File: config.mk
export PLATFORM = sky130hd
export DESIGN_NAME = signed_number_digit_register_writer_unit
export DESIGN_NICKNAME = d
export VERILOG_FILES = /design/src/hdl/sndw_pkg.sv /design/src/hdl/sndw_bcd_cell.sv /design/src/hdl/sndw_bcd_chain.sv /design/src/hdl/signed_number_digit_register_writer_unit.sv
export SDC_FILE = /design/constraint.sdc
export NUM_CORES = 1
export LEC_CHECK = 0
export ABC_AREA = 1
export BUFFER_PORTS_ARGS = -buffer_cell sky130_fd_sc_hd__buf_2
export CAP_MARGIN = 20
export CORE_UTILIZATION = 51
export CTS_CLUSTER_SIZE = 30
export DETAILED_ROUTE_END_ITERATION = 10
export MAX_ROUTING_LAYER = met4
export PLACE_DENSITY = 0.77
export SKIP_CTS_REPAIR_TIMING = 1
export SYNTH_ARGS = -nofsm -noshare
export SYNTH_HDL_FRONTEND = slang
export SYNTH_SLANG_ARGS = --single-unit
File: constraint.sdc
create_clock -name clk -period 4.7 [get_ports clk]
set_clock_uncertainty 0.2 [all_clocks]
set_input_delay 0.47 -clock clk [delete_from_list [all_inputs] [get_ports clk]]
set_output_delay 0.47 -clock clk [all_outputs]
set_load 0.02 [all_outputs]
File: src/hdl/sndw_pkg.sv
`timescale 1ns / 1ps

package sndw_pkg;

  // Input item geometry
  localparam int unsigned MAG_W       = 32;
  localparam int unsigned BCD_CELLS   = 10;  // decimal digits of 2^31
  localparam int unsigned MAX_DIGITS  = 8;
  localparam int unsigned S_TDATA_W   = 48;
  localparam int unsigned M_TDATA_W   = 16;

  // Command codes (tuser)
  localparam logic [1:0] CMD_NUMBER = 2'd0;
  localparam logic [1:0] CMD_DIGIT  = 2'd1;
  localparam logic [1:0] CMD_CLEAR  = 2'd2;

  // Code-B data values
  localparam logic [7:0] CODE_BLANK = 8'h0F;
  localparam logic [7:0] CODE_MINUS = 8'h0A;
  localparam logic [7:0] CODE_DP    = 8'h80;
  localparam logic [3:0] ADDR_BASE  = 4'h1;
  localparam logic [7:0] DIGIT_MAX  = 8'd9;

  // Config registers
  localparam logic       REG_DIGIT_COUNT   = 1'b0;
  localparam logic [3:0] DIGIT_COUNT_RESET = 4'd8;

  typedef enum logic [1:0] {
    ST_IDLE,
    ST_CONV,
    ST_SCAN,
    ST_EMIT
  } state_t;

  // Control for the BCD cell row
  typedef struct packed {
    logic clear;      // zero every digit
    logic dabble;     // add-3 correct and shift one bit in from below
    logic shift_out;  // move every digit one cell toward cell 0
  } chain_ctrl_t;

endpackage

File: src/hdl/sndw_bcd_cell.sv
`timescale 1ns / 1ps

module sndw_bcd_cell (
  input  logic                  clk,
  input  sndw_pkg::chain_ctrl_t ctrl,
  input  logic                  cin,
  input  logic [3:0]            upper_digit,
  output logic                  cout,
  output logic [3:0]            digit
);

  logic [3:0] adj;

  // Add 3 when the digit would overflow after doubling
  assign adj  = (digit >= 4'd5) ? digit + 4'd3 : digit;
  assign cout = adj[3];

  always_ff @(posedge clk) begin
    if (ctrl.clear) begin
      digit <= 4'd0;
    end else if (ctrl.dabble) begin
      digit <= {adj[2:0], cin};
    end else if (ctrl.shift_out) begin
      digit <= upper_digit;
    end
  end

endmodule

File: src/hdl/sndw_bcd_chain.sv
`timescale 1ns / 1ps

module sndw_bcd_chain (
  input  logic                                   clk,
  input  sndw_pkg::chain_ctrl_t                  ctrl,
  input  logic                                   serial_in,
  output logic [sndw_pkg::BCD_CELLS-1:0][3:0]    digits
);

  localparam int unsigned N = sndw_pkg::BCD_CELLS;

  logic [N:0]          carry;
  logic [N:0][3:0]     upper;

  assign carry[0] = serial_in;
  assign upper[N] = 4'd0;

  // Cell 0 holds the ones digit; carries ripple upward, digits drain downward
  for (genvar i = 0; i < N; i++) begin : g_cell
    assign upper[i] = digits[i];
    sndw_bcd_cell u_cell (
      .clk         (clk),
      .ctrl        (ctrl),
      .cin         (carry[i]),
      .upper_digit (upper[i+1]),
      .cout        (carry[i+1]),
      .digit       (digits[i])
    );
  end

endmodule

File: src/hdl/signed_number_digit_register_writer_unit.sv
`timescale 1ns / 1ps
// Show-number shifts the magnitude through the BCD cell row, scans for the digit count,
//   then issues its writes from a register, one write per cycle while the output is not stalled.
// Show-digit and clear go straight to writing; a show-digit out of range writes nothing.
// One item at a time; the next item is taken only once the last write of the current one
//   has been issued. Output stalls hold the writer.
// Reset (rst, synchronous): idle, output empty, digit_count back to 8.
module signed_number_digit_register_writer_unit #(
  parameter int unsigned MAX_DIGITS = sndw_pkg::MAX_DIGITS
) (
  input  logic        clk,
  input  logic        rst,
  // Input items
  input  logic        s_tvalid,
  output logic        s_tready,
  // [31:0] number, [34:32] position, [42:35] digit_value, [43] decimal_point
  input  logic [sndw_pkg::S_TDATA_W-1:0] s_tdata,
  // [1:0] command
  input  logic [1:0]  s_tuser,
  // Result items
  output logic        m_tvalid,
  input  logic        m_tready,
  // [3:0] register_address, [11:4] data_byte
  output logic [sndw_pkg::M_TDATA_W-1:0] m_tdata,
  output logic        m_tlast,
  // Configuration
  input  logic        psel,
  input  logic        penable,
  input  logic        pwrite,
  input  logic [2:0]  paddr,
  input  logic [31:0] pwdata,
  output logic [31:0] prdata,
  output logic        pready
);

  localparam int unsigned N = sndw_pkg::BCD_CELLS;
  localparam logic [3:0] LIM_MAX = 4'(MAX_DIGITS);

  // Config register
  logic [3:0] digit_count;
  logic       cfg_wr;

  assign pready = 1'b1;
  assign cfg_wr = psel && penable && pwrite && (paddr[2] == sndw_pkg::REG_DIGIT_COUNT);
  assign prdata = (paddr[2] == sndw_pkg::REG_DIGIT_COUNT) ? {28'd0, digit_count} : 32'd0;

  always_ff @(posedge clk) begin
    if (rst) begin
      digit_count <= sndw_pkg::DIGIT_COUNT_RESET;
    end else if (cfg_wr) begin
      digit_count <= pwdata[3:0];
    end
  end

  // Positions in use
  logic [3:0] lim_now;
  assign lim_now = (digit_count == 4'd0)  ? 4'd1 :
                   (digit_count > LIM_MAX) ? LIM_MAX : digit_count;

  // Input fields
  logic [31:0] in_number;
  logic [2:0]  in_position;
  logic [7:0]  in_digit_value;
  logic        in_decimal_point;
  assign in_number        = s_tdata[31:0];
  assign in_position      = s_tdata[34:32];
  assign in_digit_value   = s_tdata[42:35];
  assign in_decimal_point = s_tdata[43];

  // Control and payload registers
  sndw_pkg::state_t state, state_next;
  logic [4:0]  cnt, cnt_next;
  logic [31:0] mag, mag_next;
  logic [1:0]  cmd, cmd_next;
  logic [7:0]  data1, data1_next;
  logic        neg, neg_next;
  logic [3:0]  ndig, ndig_next;
  logic [3:0]  p, p_next;
  logic [3:0]  lim, lim_next;
  logic        m_tvalid_next;
  logic [sndw_pkg::M_TDATA_W-1:0] m_tdata_next;
  logic        m_tlast_next;

  sndw_pkg::chain_ctrl_t   chain_ctrl;
  logic [N-1:0][3:0]       digits;

  sndw_bcd_chain u_chain (
    .clk       (clk),
    .ctrl      (chain_ctrl),
    .serial_in (mag[31]),
    .digits    (digits)
  );

  // Significant digit count, zero counts as one digit
  logic [3:0] ndig_scan;
  always_comb begin
    ndig_scan = 4'd1;
    for (int i = 0; i < N; i++) begin
      if (digits[i] != 4'd0) ndig_scan = 4'(i + 1);
    end
  end

  // Data for the current write
  logic [7:0] cur_data;
  logic       cur_last;
  logic       out_free;
  always_comb begin
    case (cmd)
      sndw_pkg::CMD_NUMBER: begin
        if (p < ndig)                 cur_data = {4'd0, digits[0]};
        else if (neg && (p == ndig))  cur_data = sndw_pkg::CODE_MINUS;
        else                          cur_data = sndw_pkg::CODE_BLANK;
      end
      sndw_pkg::CMD_DIGIT: cur_data = data1;
      default:             cur_data = sndw_pkg::CODE_BLANK;
    endcase
    cur_last = (cmd == sndw_pkg::CMD_DIGIT) || (p == lim - 4'd1);
  end
  assign out_free = !m_tvalid || m_tready;

  // Next state and outputs
  always_comb begin
    state_next    = state;
    cnt_next      = cnt;
    mag_next      = mag;
    cmd_next      = cmd;
    data1_next    = data1;
    neg_next      = neg;
    ndig_next     = ndig;
    p_next        = p;
    lim_next      = lim;
    m_tvalid_next = m_tvalid && !m_tready;
    m_tdata_next  = m_tdata;
    m_tlast_next  = m_tlast;
    chain_ctrl    = '0;
    s_tready      = 1'b0;

    case (state)
      sndw_pkg::ST_IDLE: begin
        s_tready = 1'b1;
        if (s_tvalid) begin
          cmd_next = s_tuser;
          lim_next = lim_now;
          neg_next = in_number[31];
          mag_next = in_number[31] ? 32'd0 - in_number : in_number;
          cnt_next = 5'd0;
          data1_next = ((in_digit_value <= sndw_pkg::DIGIT_MAX) ?
                        in_digit_value : sndw_pkg::CODE_BLANK) |
                       (in_decimal_point ? sndw_pkg::CODE_DP : 8'd0);
          case (s_tuser)
            sndw_pkg::CMD_NUMBER: begin
              chain_ctrl.clear = 1'b1;
              state_next = sndw_pkg::ST_CONV;
            end
            sndw_pkg::CMD_DIGIT: begin
              p_next = {1'b0, in_position};
              if ({1'b0, in_position} < lim_now) state_next = sndw_pkg::ST_EMIT;
            end
            sndw_pkg::CMD_CLEAR: begin
              p_next = 4'd0;
              state_next = sndw_pkg::ST_EMIT;
            end
            default: ;
          endcase
        end
      end
      sndw_pkg::ST_CONV: begin
        chain_ctrl.dabble = 1'b1;
        mag_next = {mag[30:0], 1'b0};
        cnt_next = cnt + 5'd1;
        if (cnt == 5'd31) state_next = sndw_pkg::ST_SCAN;
      end
      sndw_pkg::ST_SCAN: begin
        ndig_next  = ndig_scan;
        p_next     = 4'd0;
        state_next = sndw_pkg::ST_EMIT;
      end
      sndw_pkg::ST_EMIT: begin
        if (out_free) begin
          m_tvalid_next = 1'b1;
          m_tdata_next  = {4'd0, cur_data, p + sndw_pkg::ADDR_BASE};
          m_tlast_next  = cur_last;
          chain_ctrl.shift_out = 1'b1;
          p_next = p + 4'd1;
          if (cur_last) state_next = sndw_pkg::ST_IDLE;
        end
      end
      default: state_next = sndw_pkg::ST_IDLE;
    endcase
  end

  // Control registers
  always_ff @(posedge clk) begin
    if (rst) begin
      state    <= sndw_pkg::ST_IDLE;
      m_tvalid <= 1'b0;
    end else begin
      state    <= state_next;
      m_tvalid <= m_tvalid_next;
    end
  end

  // Payload registers
  always_ff @(posedge clk) begin
    cnt     <= cnt_next;
    mag     <= mag_next;
    cmd     <= cmd_next;
    data1   <= data1_next;
    neg     <= neg_next;
    ndig    <= ndig_next;
    p       <= p_next;
    lim     <= lim_next;
    m_tdata <= m_tdata_next;
    m_tlast <= m_tlast_next;
  end

endmodule

# Word-level counts from Yosys, hierarchy flattened
# Index checks and enable logic that the tools add are counted.
# word_totals
output_inout_bits,52
register_bits,120
in_bits,92
# op_classes
bitwise_logic,2
reduce_logical,31
muxes,71
addsub,14
magnitude_cmp,14
eq_ne,16
# ops
operator,count
2-to-1 mux 4 bit,40
2-to-1 mux 32 bit,2
case mux 32 bit (2 select lines),1
">= comparator 4 x 3 -> 1 bit, second input constant",10
"adder 4 x 2 -> 4 bit, second input constant",9
nonzero test 4 bit,9
"subtractor 1 x 32 -> 32 bit, first input constant",1
2-to-1 mux 2 bit,8
2-to-1 mux 8 bit,2
case mux 8 bit (2 select lines),1
case mux 4 bit (3 select lines),1
case mux 5 bit (2 select lines),1
2-to-1 mux 1 bit,9
== test 4 bit,2
"less-or-equal comparator 8 x 4 -> 1 bit, second input constant",1
"inequality test 2 bit, second input constant",4
OR 8 bit,1
case mux 2 bit (4 select lines),1
case mux 4 bit (2 select lines),1
"== test 2 x 1 -> 1 bit, second input constant",3
"== test 2 bit, second input constant",3
zero test 2 bit,3
2-to-1 mux 3 bit,2
case mux 2 bit (3 select lines),1
other kinds (23),32

# Depth between registers and ports, before layout
# Gate-level depths: netlist of run 1.
# depth
ltp_word,9
ltp_mapped,15
depth_no_buf,15

# Cells and area by module
# A second synthesis of run 1 with hierarchy kept.
# unflattened
hier_cells,1082
area_unflattened_um2,8042.7
# by_module_without_submodules
mod,area_each_um2,n_inst,cells_per_inst
signed_number_digit_register_writer_unit,5098.6,1,641
sndw_bcd_cell,294.0,10,44
sndw_bcd_chain,3.8,1,1

# Worst setup path after synthesis of run 1
# Ideal clock, no wire load.
# synth_timing
path_kind,reg-to-reg
from,register state[1]
to,"register cnt[0], enable pin"
setup_ns,0.483
path_stages_with_launch,7
t_arrival_ns,3.753
slack_ns,0.264
cell_sequence,dfxtp_1 -> inv_1 -> ha_1 -> inv_2 -> buf_2 -> buf_1 -> o21ai_0
# synth_between
elab_chain_len,3
word_cells_on_any_way,5
cone_classes,2 x eq/ne; 3 x reduce/logical
# synth_lines
element,line,source
start: declaration,signed_number_digit_register_writer_unit.sv:71,"sndw_pkg::state_t state, state_next;"
start signal: assignment,signed_number_digit_register_writer_unit.sv:195,state <= sndw_pkg::ST_IDLE;
start signal: assignment,signed_number_digit_register_writer_unit.sv:198,state <= state_next;
== test 2 x 1 -> 1 bit or zero test 2 bit (tied branches),signed_number_digit_register_writer_unit.sv:138,case (state)
nonzero test 2 bit (no source line) or inequality test 2 bit (tied branches),n/a,
AND reduction 2 bit (no source line) (*),n/a,
end signal: assignment,signed_number_digit_register_writer_unit.sv:205,cnt <= cnt_next;
end: declaration,signed_number_digit_register_writer_unit.sv:72,"logic [4:0] cnt, cnt_next;"
# Every way passes the cells marked *; elsewhere a longest branch is shown, timed or not.
# A chain may end at the register's enable or synchronous reset.

==> summary.md, run 1 <==
| Metric | Value |
|---|---|
| EDFF count, synth | between 70 and 80 |
| Max Cap Viol | 0 |
| Crit. End Element | flop |
| Worst-Skew Late Latency | 0.42 ns |
| H-tree levels | 4 |
| Status | finished, violations left |
| # rows | 44 |
| Startpoint class of the critical path | flop |
| Worst r2r path cells | 7 |
| Routability Congestion | 0.8903 |
| I/O Pins | about 140 |
| Die width | roughly 120 um |
| Vias per cell | 5.382 |
| Static Leak | 3.987 nW |
| Crit path cell chain | ha_1, nand2_1, inv_2, nor2_4, inv_2, o21ai_0, a21oi_1 |
| Setup violators final | 0 |
| Worst min path class | input port to flop |
| Synth area leaders | edfxtp_1 28%, dfxtp_1 12%, nand2_1 8.3% |
| WL/cell | between 10 and 15 um |
| Synth top area share | 0.2842 |
| Critical Path AT | between 3 and 4 ns |
| NumNets Final | 1,194 |
| Failing checks | design-rule violations |
| Syn. warnings | 0 |
| Post-synthesis cell type count | 50 |
| Initial core utilization | 0.5267 |
| Sequential element share of the synthesized area | 0.4062 |
| Avg Cell Area, Syn | between 7 and 8 sq um |
| Slowest stage delay, CP | about 0.62 ns |
| Cells after Synth | approximately 990 |
| Layout area overhead | 13.76% |
| CP most frequent cell | inv_2 |
| Non-Filler Instances | 1,256 |
| Cell taking the most area after synthesis | edfxtp_1 |
| Iter 0 DRT Violations | 559 |
| Data required, critical path | 4.77 ns |
| CTS Buffer Depth | 2 |
| Reg2Reg Setup Slack | between 1.5 and 2 ns |
| Core Region | roughly 0.015 sq mm |
| IR drop worst, VDD | around 0.00034 V |
| Hpwl dp | 11,510 um |
| DRC | 10 |
| Hold path startpoint | s_tdata[43] |
| Footprint of the multi-input gates | approximately 0.0038 sq mm |
| Crit share post-route | 0.6726 |
| Share of cells above drive strength 1 | 0.1334 |
| Most common flop cell mapped by yosys | edfxtp_1 |
| CP max stage cell | nand2_1 |
| Largest net degree at the start of global routing | just over 90 |
| RSZ-0062 raised after global routing | no |
| Upper clock frequency limit | around 320 MHz |
| Total Neg Setup Slack | 0 ns |
| Antenna-violating nets left | 0 |
| Setup CP Type | flop to flop |
| Total wire length | between 15,000 and 20,000 um |
| Post-synthesis cell area | between 0.007 and 0.008 sq mm |
| Crit path capture | u_chain.g_cell[8].u_cell.digit[0] |
| Die height | 125.0 um |
| Crit path launch | state[0] |
| Cell Area, Placed | slightly above 0.008 sq mm |
| Gr usage total | 0.2315 |
| Final instance area | slightly below 0.009 sq mm |
| Sinks on the clock net | 120 |
| FF+latch count, synth | 120 |
| Async set-reset flop share out of synthesis | 0 |
| Number of global-route vias before repair | roughly 6.2k |
| DR pass1 iterations | 8 |
| Die area | between 0.015 and 0.02 sq mm |
| Post-Place Cells | between 1k and 1.5k |
| Vias | ~6.8k |
| Critical Path Fanout Max | 41 |
| First-pass GRT wire length | ~28,000 um |
| Antenna violations before repair | 0 |
| Final Hold Fails | 0 |
| Grt ovf | 0 |
| Diode count | 0 |
| R2R Path Start | state[0] |
| Storage cell area | 0.003133 sq mm |
| Cell Pwr Density | 658.4 mW/mm^2 |
| Root buffer cell | clkbuf_16 |
| Post-route minimum period | roughly 3.2 ns |
| Port bufs | 76 |
| Max Slew Vio Count | 0 |
| Slew of the pin with the lowest slew margin | 0.8623 ns |
| Rel. slew slack | 0.4252 |
| Fillcell total | about 1.3k |
| Clock slew at reported path FFs | roughly 0.060 ns |
| Worst R2R End | u_chain.g_cell[8].u_cell.digit[0] |
| TritonCTS clock tree | built |
| CTS Buf Count | 17 |
==> worst min path at each step <==
stage / to / slack, ns / cells past startpoint
floorplan: u_chain.g_cell[9].u_cell.digit[1] / 0.26 / 2
global placement: u_chain.g_cell[9].u_cell.digit[1] / 0.28 / 2
detailed placement: u_chain.g_cell[9].u_cell.digit[1] / 0.29 / 2
CTS: data1[7] / 0.007 / 1
global route: data1[7] / 0.009 / 1
finish: data1[7] / 0.02 / 1
==> per-layer routing <==
layer  routed length (um)  track usage
met3                  987      0.04707
met2                 8265       0.3871
met5                    0            -
met1                 7572       0.2704
met4                  305      0.09971
==> critical path, delay by kind of cell, from the launching register on <==
kind,cells,cell delay [ns]
flip-flops,1,0.35
AO/OA/AOI/OAI,2,0.38
adder cells (fa/ha/maj),1,0.29
buffers and inverters,2,0.73
AND/OR/NAND/NOR,2,1.04
==> cell usage in the layout (no fill, tap or decap), types with 5 or more instances in the layout <==
cell type and count:
a21oi_1 78, a221oi_1 10, a22oi_1 7, buf_2 76, bufinv_16 5, clkbuf_16 17
conb_1 36, dfxtp_1 47, edfxtp_1 73, ha_1 42, inv_1 124, inv_2 7
nand2_1 170, nand3_1 50, nand4_1 9, nor2_1 102, nor2_2 5, nor3_1 12
o21ai_0 99, o21ai_1 10, xnor2_1 5, xor2_1 20
==> power by group <==
part           switching [mW]  internal, mW
registers               0.300          1.67
clock network           0.475         0.951
logic                    1.54         0.837
total                    2.32          3.46
==> kinds of logic after synthesis <==
kind of cell    synth area share
compound gates            0.1658
other cells            0.0009736
simple gates              0.2148
buf+inv                   0.1142
fa+ha+maj                0.06975
xor+xnor                 0.02839
flops                     0.4062
==> synthesized netlist by cell type (2+ instances only) <==
library cell / number
o21ai_0: 100
o211ai_1: 4
inv_2: 7
nor2_4: 4
buf_2: 14
a211oi_1: 3
a21oi_1: 78
xnor2_1: 5
nand3b_1: 2
nand3_2: 4
a31oi_1: 4
dfxtp_1: 47
nor2_2: 5
o21ai_1: 10
nor4_1: 2
xor2_1: 20
and3_1: 2
a221oi_1: 10
and2_1: 2
o31ai_1: 3
o32ai_1: 2
or2_2: 3
a32o_1: 2
inv_1: 124
nor3_2: 2
edfxtp_1: 73
a22oi_1: 7
conb_1: 2
buf_4: 33
nand4_1: 9
clkbuf_1: 17
ha_1: 43
nor2_1: 102
nand3_1: 50
nor3_1: 12
nand2_1: 170
==> registers in the layout, summed over array words and instances (netlist names) <==
register,count
u_chain.g_cell.u_cell.digit,40
cnt,5
m_tdata,12
ndig,4
state,2
m_tvalid,1
digit_count,4
p,4
cmd,2
data1,8
mag,32
neg,1
m_tlast,1
lim,4
==> per-stage QoR <==
step,util,hold WS (ns),setup WS (ns),power [mW]
floorplan,-,0.2642,0.2643,3.780
global placement,0.5533,0.2825,1.628,4.210
detailed placement,0.5533,0.2883,1.575,4.293
CTS,0.5973,0.006674,1.565,5.756
global route,0.5992,0.009281,1.341,6.242
finish,0.5992,0.02139,1.539,5.777
==> layout make-up <==
type / count / area share
multi-input cells: 708 / 0.4378
well taps: 184 / 0.02624
clock buffers: 19 / 0.05048
inverters: 132 / 0.05647
clock inverters: 13 / 0.02296
repair buffers: 80 / 0.04905
flip-flops and latches: 120 / 0.3571
Power figures use the tool's default switching activity.
==> run 2: changes to the inputs <==
--- a/config.mk
+++ b/config.mk
@@ -8,11 +8,11 @@
 export ABC_AREA = 1
 export BUFFER_PORTS_ARGS = -buffer_cell sky130_fd_sc_hd__buf_2
 export CAP_MARGIN = 20
-export CORE_UTILIZATION = 51
+export CORE_UTILIZATION = 56
 export CTS_CLUSTER_SIZE = 30
 export DETAILED_ROUTE_END_ITERATION = 10
 export MAX_ROUTING_LAYER = met4
-export PLACE_DENSITY = 0.77
+export PLACE_DENSITY = 0.8
 export SKIP_CTS_REPAIR_TIMING = 1
 export SYNTH_ARGS = -nofsm -noshare
 export SYNTH_HDL_FRONTEND = slang
==> constraint.sdc (replaced) <==
create_clock -name clk -period 3.2 [get_ports clk]
set_clock_uncertainty 0.2 [all_clocks]
set_input_delay 0.32 -clock clk [delete_from_list [all_inputs] [get_ports clk]]
set_output_delay 0.32 -clock clk [all_outputs]
set_load 0.02 [all_outputs]
==> run 2 against run 1 <==
The flow finishes with violations (negative hold slack); design area is essentially flat; core utilization grew 5.8 points; via count shrank 0.96%.
==> summary.md, run 2 (same netlist as run 1, synthesis figures left out) <==
| Metric | Value |
|---|---|
| Grt peak-use layer | met2 (unchanged) |
| Failing checks | negative hold slack (was design-rule violations) |
| Worst r2r path cells | 7 (unchanged) |
| Port bufs | 76 (unchanged) |
| Cell Pwr Density | 940.4 mW/mm^2 (was 658.4 mW/mm^2) |
| Non-Filler Instances | 1,259 (was 1,256) |
| Slew of the pin with the lowest slew margin | 0.6814 ns (was 0.8623 ns) |
| Largest net degree at the start of global routing | 61 (was 91) |
| Max Slew Vio Count | 0 (unchanged) |
| IR drop worst, VDD | 0.0004325 V (was 0.0003434 V) |
| Clock slew at reported path FFs | 0.06 ns (about the same) |
| Antenna violations before repair | 0 (unchanged) |
| Total power | 8.253 mW (was 5.777 mW) |
| Vias | 6,695 (was 6,760) |
| Cell Area, Placed | 0.008138 sq mm (was 0.008103 sq mm) |
| TritonCTS clock tree | built (unchanged) |
| Hpwl dp | 11,620 um (was 11,510 um) |
| Critical Path Fanout Max | 60 (was 41) |
| Upper clock frequency limit | 415.0 MHz (was 316.4 MHz) |
| # rows | 42 (was 44) |
| Max Cap Viol | 0 (unchanged) |
| Hold Path Depth | 3 (was 1) |
| DRC | 0 (was 10) |
| Switching power | 3.418 mW (was 2.315 mW) |
| Grt ovf | 0 (unchanged) |
| Number of global-route vias before repair | 6,255 (was 6,243) |
| Total wire length | 17,130 um (about the same) |
| Routability Congestion | 0.9226 (was 0.8903) |
| Met3 Usage GRT | 0.05556 (was 0.04707) |
| CTS Buffer Depth | 2 (unchanged) |
| I/O Pins | 144 (unchanged) |
| Initial core utilization | 0.5779 (was 0.5267) |
| Sequential share of power | 0.352 (was 0.342) |
| R2R Path Start | state[1] (was state[0]) |
| Static Leak | 3.990 nW (was 3.987 nW) |
| Reg2Reg Setup Slack | 0.79 ns (was 1.54 ns) |
| Storage cell area | 0.003133 sq mm (unchanged) |
| Max reg flops | 40 (unchanged) |
| Share of cells above drive strength 1 | 0.1376 (was 0.1334) |
| Place WS | 0.8277 ns (was 1.575 ns) |
| DR pass1 iterations | 7 (was 8) |
| H-tree levels | 4 (unchanged) |
| Diode count | 0 (unchanged) |
| Global Route met2 Usage | 0.4371 (was 0.3871) |
| Worst-Skew Late Latency | 0.42 ns (about the same) |
| Final Hold Fails | 3 (was 0) |
| Grt met1 use | 0.3036 (was 0.2704) |
| RSZ-0062 raised after global routing | no (unchanged) |
| Switching share of power | 0.4141 (was 0.4008) |
| Critical Path AT | 2.53 ns (was 3.23 ns) |
| Rel. slew slack | 0.5427 (was 0.4252) |
| Final WS setup | 0.7906 ns (was 1.539 ns) |
| Vias per cell | 5.318 (was 5.382) |
| Status | finished, violations left (unchanged) |
| Core Region | 0.01335 sq mm (was 0.01464 sq mm) |
| Post-Place Cells | 1,221 (was 1,223) |
| Antenna-violating nets left | 0 (unchanged) |
| First-pass GRT wire length | 28,620 um (was 28,260 um) |
| Iter 0 DRT Violations | 482 (was 559) |
| Die width | 119.4 um (was 125.0 um) |
| Die area | 0.01425 sq mm (was 0.01562 sq mm) |
| Commonest non-fill, non-tap cell in the layout | nand2_1 (unchanged) |
| Startpoint class of the critical path | flop (unchanged) |
| Largest Register | u_chain.g_cell.u_cell.digit (unchanged) |
| Hold path startpoint | s_tdata[39] (was s_tdata[43]) |
| WL/cell | 13.61 um (was 13.64 um) |
| Total Neg Setup Slack | 0 ns (unchanged) |
| Combinational group share of total power | 0.423 (was 0.411) |
| Footprint of the multi-input gates | 0.003841 sq mm (unchanged) |
| Hold path endpoint | data1[3] (was data1[7]) |
| Worst R2R End | u_chain.g_cell[8].u_cell.digit[2] (was u_chain.g_cell[8].u_cell.digit[0]) |
| Clock Power Share | 0.225 (was 0.247) |
| Layout area overhead | 13.77% (was 13.76%) |
| Die height | 119.4 um (was 125.0 um) |
| NumNets Final | 1,205 (was 1,194) |
| Crit. End Element | flop (unchanged) |
| Crit share post-route | 0.7529 (was 0.6726) |
| Worst hold slack | -0.01716 ns (was 0.02139 ns) |
| Setup violators final | 0 (unchanged) |
| Gr usage total | 0.2592 (was 0.2315) |
| CTS Buf Count | 17 (unchanged) |
| Fillcell total | 1,129 (was 1,280) |
| Root buffer cell | clkbuf_16 (unchanged) |
| Internal Power | 4.835 mW (was 3.462 mW) |
| Final instance area | 0.008776 sq mm (was 0.008775 sq mm) |
| Post-route minimum period | 2.409 ns (was 3.161 ns) |
| Worst min path class | input port to flop (unchanged) |
| Setup CP Type | flop to flop (unchanged) |
| Core Util, Final | 0.6575 (was 0.5992) |
| Sinks on the clock net | 120 (unchanged) |
| Most frequent cells in the layout | 170 x nand2_1, 124 x inv_1, 102 x nor2_1 (unchanged) |
| Data required, critical path | 3.32 ns (was 4.77 ns) |
| Largest regs | u_chain.g_cell.u_cell.digit x40, mag x32, m_tdata x12 (unchanged) |
## run 2: cell types whose count changed in the layout (fill, tap and decap cells not counted), moves of 2 or more
cell / before / now
buf_4: 3 / 9
bufinv_16: 5 / 2
clkinv_4: 1 / 3
dlygate4sd3_1: 0 / 6
clkinvlp_4: 2 / 4
## run 2: area by class of cell
| cell class | instances | share of cell area |
|---|---|---|
| flip-flops and latches | 120 | 0.3570 |
| well taps | 176 | 0.02509 |
| multi-input cells | 708 | 0.4377 |
| clock buffers | 17 | 0.04847 |
| clock inverters | 15 | 0.01739 |
| repair buffers | 91 | 0.05788 |
| inverters | 132 | 0.05646 |
## run 2: worst max-delay path, cell delays in order (launching register included)
cell	delay [ns]
dfxtp_1	0.35
inv_1	0.10
ha_2	0.19
inv_2	0.07
buf_4	0.31
buf_4	0.54
o21ai_0	0.20
a221oi_1	0.31
## run 2: how the worst max path moves through the flow
stage,from,to,depth (start not counted)
2_1_floorplan,state[1],cnt[0],6
3_3_place_gp,state[1],u_chain.g_cell[4].u_cell.digit[1],10
3_5_place_dp,state[1],u_chain.g_cell[8].u_cell.digit[2],7
4_1_cts,state[1],u_chain.g_cell[8].u_cell.digit[2],7
5_1_grt,state[1],u_chain.g_cell[4].u_cell.digit[1],10
6_report,state[1],u_chain.g_cell[8].u_cell.digit[2],7
## run 2: layer usage
metal	wire length, um	share of wire	up-vias
met4	274	0.016	0
met1	7385	0.43	3052
met2	8503	0.50	203
met3	968	0.057	28
li1	-	-	3412
met5	0	0	-
## run 2: power groups by stage
stage	sequential (mW)	clock [mW]	combinational [mW]
detailed placement	2.92	0	3.43
finish	2.91	1.86	3.49
global route	2.98	1.96	3.99
CTS	2.90	1.88	3.49
floorplan	2.82	0	2.72
global placement	2.89	0	3.32
